==> src/design/prefix_tree_word_store_top_defines.svh <==
// Assertion macros used by the prefix tree word store datapath.
`ifndef PREFIX_TREE_WORD_STORE_TOP_DEFINES_SVH
`define PREFIX_TREE_WORD_STORE_TOP_DEFINES_SVH

// Condition must hold at every clock edge out of reset.
`define PTWS_ASSERT_HOLD(label, clk, rst_n, cond) \
	label: assert property (@(posedge clk) disable iff (!rst_n) (cond)) \
		else $error("ptws: invariant violated");

// Consequent must hold in the same cycle as the antecedent.
`define PTWS_ASSERT_IMPLY(label, clk, rst_n, ante, cons) \
	label: assert property (@(posedge clk) disable iff (!rst_n) (ante) |-> (cons)) \
		else $error("ptws: implication violated");

`endif

==> src/design/ptws_pkg.sv <==
// Package of the prefix tree word store: sizes, mode codes and shared types.
package ptws_pkg;

	localparam int NODES    = 1024;
	localparam int ALPHABET = 26;

	localparam int MODE_W   = 2;
	localparam int LETTER_W = 5;

	localparam int NODE_W      = $clog2(NODES);
	localparam int CNT_W       = $clog2(NODES + 1);
	localparam int ALPHA_IDX_W = (ALPHABET > 1) ? $clog2(ALPHABET) : 1;
	localparam int ALPHA_CMP_W = $clog2(ALPHABET + 1);
	localparam int ALPHA_EXT_W = (LETTER_W > ALPHA_CMP_W) ? LETTER_W : ALPHA_CMP_W;

	localparam logic [MODE_W-1:0] MODE_INSERT = 2'd0;
	localparam logic [MODE_W-1:0] MODE_SEARCH = 2'd1;
	localparam logic [MODE_W-1:0] MODE_PREFIX = 2'd2;

	typedef logic [ALPHABET-1:0][NODE_W-1:0] row_t;

	typedef struct packed {
		logic [MODE_W-1:0]   mode;
		logic [LETTER_W-1:0] letter;
		logic                first_of_word;
		logic                last_of_word;
		logic                empty_word;
	} item_t;

	typedef struct packed {
		logic clr_step;
		logic accept;
		logic lookup;
		logic finish;
	} cmd_t;

	typedef struct packed {
		logic clr_last;
		logic in_empty;
		logic in_skip;
		logic in_last;
		logic item_last;
		logic out_free;
	} status_t;

endpackage

==> src/design/ptws_ctrl.sv <==
// Controller of the prefix tree word store: clearing pass, letter walk and result hand-off.
module ptws_ctrl (
	input  logic              clk,
	input  logic              arst_n,
	input  logic              in_valid,
	output logic              in_ready,
	input  ptws_pkg::status_t st,
	output ptws_pkg::cmd_t    cmd
);

	typedef enum logic [2:0] {
		S_CLEAR,
		S_IDLE,
		S_LOOKUP,
		S_MARK,
		S_RESULT
	} state_t;

	state_t state_q, state_d;

	always_comb begin
		state_d  = state_q;
		cmd      = '0;
		in_ready = (state_q == S_IDLE);
		case (state_q)
			S_CLEAR: begin
				cmd.clr_step = 1'b1;
				if (st.clr_last) state_d = S_IDLE;
			end
			S_IDLE: begin
				if (in_valid) begin
					cmd.accept = 1'b1;
					if (st.in_empty)     state_d = S_MARK;
					else if (st.in_skip) state_d = st.in_last ? S_MARK : S_IDLE;
					else                 state_d = S_LOOKUP;
				end
			end
			S_LOOKUP: begin
				cmd.lookup = 1'b1;
				state_d    = st.item_last ? S_MARK : S_IDLE;
			end
			// wait here for the registered end-mark read of the final node
			S_MARK: state_d = S_RESULT;
			S_RESULT: begin
				if (st.out_free) begin
					cmd.finish = 1'b1;
					state_d    = S_IDLE;
				end
			end
			default: state_d = S_IDLE;
		endcase
	end

	always_ff @(posedge clk or negedge arst_n) begin
		if (!arst_n) begin
			state_q <= S_CLEAR;
		end else begin
			state_q <= state_d;
		end
	end

endmodule

==> config.mk <==
export PLATFORM = sky130hd
export DESIGN_NAME = ptws_ctrl
export DESIGN_NICKNAME = d
export VERILOG_FILES = /design/src/design/prefix_tree_word_store_top_defines.svh /design/src/design/ptws_pkg.sv /design/src/design/ptws_ctrl.sv
export SDC_FILE = /design/constraint.sdc
export NUM_CORES = 1
export LEC_CHECK = 0
export BUFFER_PORTS_ARGS = -buffer_cell sky130_fd_sc_hd__buf_2
export CAP_MARGIN = 20
export CORE_AREA = 2 2 39 41
export CTS_CLUSTER_SIZE = 40
export DETAILED_ROUTE_END_ITERATION = 7
export DIE_AREA = 0 0 41 43
export PLACE_DENSITY = 0.51
export RECOVER_POWER = 25
export SYNTH_ARGS = -nofsm -noshare
export SYNTH_HDL_FRONTEND = slang
export SYNTH_SLANG_ARGS = --single-unit
==> constraint.sdc <==
create_clock -name clk -period 1.1 [get_ports clk]
set_clock_uncertainty 0.1 [all_clocks]
set_input_delay 0.165 -clock clk [delete_from_list [all_inputs] [get_ports clk]]
set_output_delay 0.165 -clock clk [all_outputs]
set_load 0.005 [all_outputs]
==> results of run 1 <==
-- worst max path at each step --
stage,slack [ns],cells past startpoint,endpoint
after floorplan,-0.14,4,state_q[0]
after global placement,-0.21,3,state_q[1]
after detailed placement,-0.17,3,state_q[1]
after CTS,-0.32,3,cmd[2]
after global routing,-0.38,3,cmd[2]
final,-0.32,3,cmd[2]
-- synthesized netlist by cell type, drive strengths merged --
master | number | area (um2)
inv | 2 | 7.51
mux2 | 1 | 11.3
a21oi | 1 | 5.00
and2 | 1 | 7.51
or3 | 1 | 6.26
nor3 | 4 | 30.0
o22ai | 1 | 6.26
buf | 2 | 18.8
o21ai | 1 | 5.00
a22oi | 1 | 12.5
dfrtp | 3 | 75.1
o221ai | 1 | 8.76
nor3b | 3 | 38.8
nor2 | 1 | 3.75
nand2b | 1 | 13.8
a31o | 1 | 8.76
or3b | 1 | 8.76
-- worst max-delay path, stage by stage (launching register included) --
cell and delay, ns:
dfrtp_2 0.44, nor3b_4 0.23, and2_4 0.17, buf_6 0.08
-- what timing repair did --
action | in CTS | in global routing
pin swaps | 2 | 7
hold buffers | 1 | 0
gates resized for setup | 6 | 10
setup buffers | 3 | 2
hold endpoints to repair | 3 | 0
setup endpoints to repair | 8 | 8
-- through the flow --
stage | utilization, % | total power [uW] | setup WS (ns)
2_1_floorplan | - | 645 | -0.138
3_3_place_gp | 25.8 | 808 | -0.209
3_5_place_dp | 25.8 | 805 | -0.169
4_1_cts | 32.6 | 1180 | -0.322
5_1_grt | 36.6 | 1450 | -0.385
6_report | 36.6 | 1340 | -0.321
-- layout make-up --
cell class                 count  share of cell area, %
clock buffer                   4                   5.19
inverter                       2                   1.48
multi-input combinational     19                   42.2
sequential                     3                   15.6
tap                           16                   3.95
timing repair buffer          22                   31.6
-- placed cells by master (no fill, tap or decap), drive strengths merged, types with 2 or more instances in the layout --
cell type,instances
dfrtp,3
clkbuf,5
inv,2
buf,20
nor3b,3
nor3,4
-- logic make-up (layout without fill, tap and decap cells) --
family / Yosys count / in the layout / share of synthesized area, %
AND/OR/NAND/NOR: 12 / 12 / 40.7
multiplexers: 1 / 1 / 4.21
buffers and inverters: 4 / 28 / 9.81
AO/OA/AOI/OAI: 6 / 6 / 17.3
flip-flops: 3 / 3 / 28.0
-- routing by layer --
| layer | track usage, % | up-vias | routed length [um] |
|---|---|---|---|
| li1 | - | 144 | - |
| met1 | 8.74 | 137 | 235 |
| met2 | 13.4 | 7 | 423 |
| met3 | 1.57 | 0 | 36 |
| met4 | 8.00 | 0 | 0 |
| met5 | 0 | - | 0 |
-- report_power, final --
| group | internal (uW) | total, uW | leakage (uW) | switching [uW] |
|---|---|---|---|---|
| Combinational | 547 | 889 | 0.000179 | 342 |
| Sequential | 173 | 265 | 0.0000331 | 92.4 |
| Clock | 136 | 186 | 0.0000150 | 50.6 |
| Total | 855 | 1340 | 0.000227 | 485 |
==> impl_metrics.py, run 1 <==
metrics = {
    "cts": {
        "path_clk_slew_ns": 0.03,
        "cts_root_buf": "clkbuf_4",
        "cts_made_buffers": 3,
        "cts.path.max_buffers": 2,
        "cts_tree": "done",
        "clk-insertion-delay-late_ns": 0.23,
        "htree_levels": 1,
        "cts_sinks": 3,
    },
    "timing": {
        "setup_viol": 8,
        "setup_ws_ns": -0.321,
        "relSlewSlack_pct": 86.8,
        "tightestPinTransition_ns": 0.196,
        "max_freq_mhz": 704,
        "min_period_over_period_pct": 129,
        "fin_setup_tns_ns": -1.95,
        "whs_ns": 0.165,
        "maxSlewViolCount": 0,
        "rsz0062_at_grt": "yes",
        "hold_violations": 0,
        "finalCriticalPeriod_ns": 1.42,
    },
    "floorplanning": {
        "core_area_um2": 1380,
        "fp-row-count": 14,
        "chipWidth_um": 41,
        "initial_core_util_pct": 19.3,
        "dieArea_um2": 1760,
        "die_h_um": 43,
        "num_io_pins": 14,
    },
    "worst_setup_path": {
        "arrival_ns": 1.16,
        "setup.worst_path.class": "register to output pin",
        "r2r_start": "state_q[0]",
        "start_kind": "register",
        "r2r-end": "state_q[0]",
        "crit_required_ns": 0.83,
        "ff2ff_path_depth": 4,
        "cp_max_fo": 4,
        "startpoint": "state_q[2]",
        "endpoint_kind": "output pin",
        "reg2reg_slack_ns": -0.28,
    },
    "global_route": {
        "antenna_found_initial": 0,
        "grt_overflow": 0,
        "grt_pass1_wl_um": 986,
        "grt_max_degree": 7,
        "grt_util_all_layers_pct": 8.55,
        "grt_pass1_vias": 273,
    },
    "detailed_routing": {
        "ant_nets": 0,
        "via_per_inst": 4.36,
        "drtIter0Drc": 0,
        "drt-pass1-iter-count": 1,
        "wire_per_inst_um": 10.5,
        "num_vias": 288,
        "remaining_drc_errors": 0,
        "wirelength_um": 696,
    },
    "run_status": {
        "status": "finished with violations",
        "violations": "setup timing",
    },
    "placement": {
        "place_hpwl_um": 494,
        "place_area_um2": 357,
        "placement.io_buffers": 13,
        "dp_cells": 56,
        "gp_congestion": 0.590,
    },
    "final_layout": {
        "synthToLayoutAreaGrowth_pct": 89.3,
        "largest_reg_flops": 3,
        "diodes": 0,
        "fin_cells": 66,
        "layout.nets": 60,
        "drive_above_1_share_pct": 82.0,
        "final_area_um2": 507,
        "largestRegisters": "state_q (3)",
        "fill_cells": 154,
        "ff_latch_area_um2": 78.8,
        "multi_input_area_um2": 214,
        "largest-register": "state_q",
    },
    "synthesis": {
        "synth_seq_cells": 3,
        "yosysWarnings": 0,
        "synth.yosys.seq_area_share_pct": 28.0,
        "mappedNetlistArea_um2": 268,
        "ys_types": 21,
        "synth_nets": 35,
        "syn_area_per_cell_um2": 10.3,
        "synthCells": 26,
    },
    "worst_hold_path": {
        "min_from": "st[1]",
        "hold_path.class": "input port to register",
        "holdPathEnd": "state_q[1]",
        "whs_path_depth": 3,
    },
    "power_and_ir_drop": {
        "cellLeakagePower_uw": 0.000227,
        "power.density_nw_per_um2": 2650,
        "max-vdd-ir-drop_mv": 0.668,
    },
    "job": {
        "maxCapViolations": 0,
    },
}
(Power assumes the default switching activity.)
==> inputs of run 2 (changes only) <==
--- a/config.mk
+++ b/config.mk
@@ -7,12 +7,15 @@
 export LEC_CHECK = 0
 export BUFFER_PORTS_ARGS = -buffer_cell sky130_fd_sc_hd__buf_2
 export CAP_MARGIN = 20
+export CELL_PAD_IN_SITES_DETAIL_PLACEMENT = 0
+export CELL_PAD_IN_SITES_GLOBAL_PLACEMENT = 1
 export CORE_AREA = 2 2 39 41
 export CTS_CLUSTER_SIZE = 40
 export DETAILED_ROUTE_END_ITERATION = 7
 export DIE_AREA = 0 0 41 43
-export PLACE_DENSITY = 0.51
+export PLACE_DENSITY = 0.63
 export RECOVER_POWER = 25
+export SETUP_SLACK_MARGIN = 0.1
 export SYNTH_ARGS = -nofsm -noshare
 export SYNTH_HDL_FRONTEND = slang
 export SYNTH_SLANG_ARGS = --single-unit
==> run 2 against run 1 <==
Against the previous run:
- the run still ends with setup timing left
- cell count up 1.5%
- setup slack better by 0.0017 ns
- first-iteration DRC count up 2
- highest routed layer unchanged
- register-to-register slack better by 0.11 ns
==> impl_metrics.py, run 2 (same netlist as run 1, synthesis figures left out) <==
metrics = {
    "run_status": {
        "status": "finished with violations",
        "violations": "setup timing",
    },
    "global_route": {
        "grt_pass1_wl_mm": 1.03,
        "grt_pass1_vias": 255,
        "grt_util_all_layers_pct": 8.67,
        "grt_max_degree": 7,
        "antenna_found_initial": 0,
        "grt_overflow": 0,
    },
    "worst_setup_path": {
        "worstPathCellList": "nor3b_4 -> and2_4 -> buf_6",
        "cp_slowest_cell": "dfrtp_2",
        "crit_required_ns": 0.83,
        "start_kind": "register",
        "arrival_ns": 1.15,
        "slowest_delay_ns": 0.47,
        "setup.worst_path.class": "register to output pin",
        "cp_max_fo": 6,
        "endpoint_kind": "output pin",
    },
    "timing": {
        "setup_ws_ns": -0.320,
        "finalCriticalPeriod_ns": 1.42,
        "max_freq_mhz": 704,
        "setup_viol": 8,
        "hold_violations": 0,
        "maxSlewViolCount": 0,
        "tightestPinTransition_ns": 0.201,
        "min_period_over_period_pct": 129,
        "fin_setup_tns_ns": -1.78,
        "rsz0062_at_grt": "yes",
        "relSlewSlack_pct": 86.6,
    },
    "power_and_ir_drop": {
        "cellLeakagePower_uw": 0.000223,
        "max-vdd-ir-drop_mv": 0.888,
        "power.density_nw_per_um2": 2650,
        "fin_total_pwr_uw": 1290,
    },
    "placement": {
        "placement.io_buffers": 13,
        "gp_congestion": 0.720,
        "dp_cells": 58,
        "pre_cts_ws_ns": -0.148,
        "place_area_um2": 372,
    },
    "final_layout": {
        "synthToLayoutAreaGrowth_pct": 81.8,
        "largest_reg_flops": 3,
        "layout_common_cells": "10 x buf_2, 6 x buf_4, 5 x buf_6, 3 x clkbuf_4",
        "drive_above_1_share_pct": 74.5,
        "diodes": 0,
        "final_common_cell": "buf_2",
        "final_area_um2": 487,
        "ff_latch_area_um2": 77.6,
        "multi_input_area_um2": 190,
        "fin_cells": 67,
        "layout.nets": 61,
        "largest-register": "state_q",
        "fill_cells": 152,
        "largestRegisters": "state_q (3)",
    },
    "cts": {
        "cts_tree": "done",
        "cts_sinks": 3,
        "clk-insertion-delay-late_ns": 0.23,
        "htree_levels": 1,
        "cts_root_buf": "clkbuf_4",
        "cts.path.max_buffers": 2,
        "cts_made_buffers": 3,
        "path_clk_slew_ns": 0.04,
    },
    "floorplanning": {
        "num_io_pins": 14,
        "initial_core_util_pct": 19.3,
        "fp-row-count": 14,
        "core_area_um2": 1380,
        "die_h_um": 43,
        "chipWidth_um": 41,
        "dieArea_um2": 1760,
    },
    "detailed_routing": {
        "drtIter0Drc": 2,
        "ant_nets": 0,
        "wirelength_um": 580,
        "remaining_drc_errors": 0,
        "wire_per_inst_um": 8.66,
        "via_per_inst": 4.15,
        "drt-pass1-iter-count": 2,
        "num_vias": 278,
    },
    "worst_hold_path": {
        "hold_path.class": "input port to register",
    },
    "job": {
        "maxCapViolations": 0,
    },
}
## run 2: changes by cell type in the layout (fill, tap and decap cells not counted), sizes merged
cell  delta
buf      +1
## run 2: power breakdown
group / internal, uW / leakage, uW / switching, uW
combinational: 540 / 0.000175 / 285
clock: 136 / 0.0000150 / 52.5
sequential: 169 / 0.0000338 / 105
## run 2: worst max-delay path: cells and delay by family (launching register included)
kind          cells  cell delay, ns
buf+inv           1            0.08
flops             1            0.47
simple gates      2            0.37
## run 2: final timing paths
kind | from | endpoint | slack [ns] | depth (start not counted)
setup / recovery | state_q[2] | cmd[2] | -0.32 | 3
hold / removal | st[1] | state_q[1] | 0.13 | 3
setup reg to reg | state_q[0] | state_q[1] | -0.17 | 4
hold reg to reg | state_q[2] | state_q[2] | 0.61 | 2
max in group asynchronous | arst_n | state_q[1] | 0.55 | 2
min in group asynchronous | arst_n | state_q[2] | 0.18 | 2
## run 2: repair_timing
item                       4_1_cts  5_1_grt
hold buffers                     1        0
setup buffers                    4        0
setup endpoints to repair        8        8
pin swaps                        4        0
gates resized for setup         10        3
hold endpoints to repair         3        0
## run 2: per-layer routing
metal	up-vias	GRT usage [%]	wire length [um]
li1	147	-	-
met1	122	12.7	266
met2	9	10.9	285
met3	0	3.14	28
met4	0	4.00	0
met5	-	0	0
## run 2: cell type report
type	instances	area share, %
sequential	3	15.9
tap	16	4.11
timing repair buffer	23	33.9
inverter	2	1.54
clock buffer	4	5.40
multi-input combinational	19	39.1
## run 2: through the flow
stage	util, %	hold slack (ns)
global placement	26.9	-0.135
detailed placement	26.9	-0.136
CTS	34.3	0.127
floorplan	-	-0.231
global route	35.2	0.160
finish	35.2	0.128
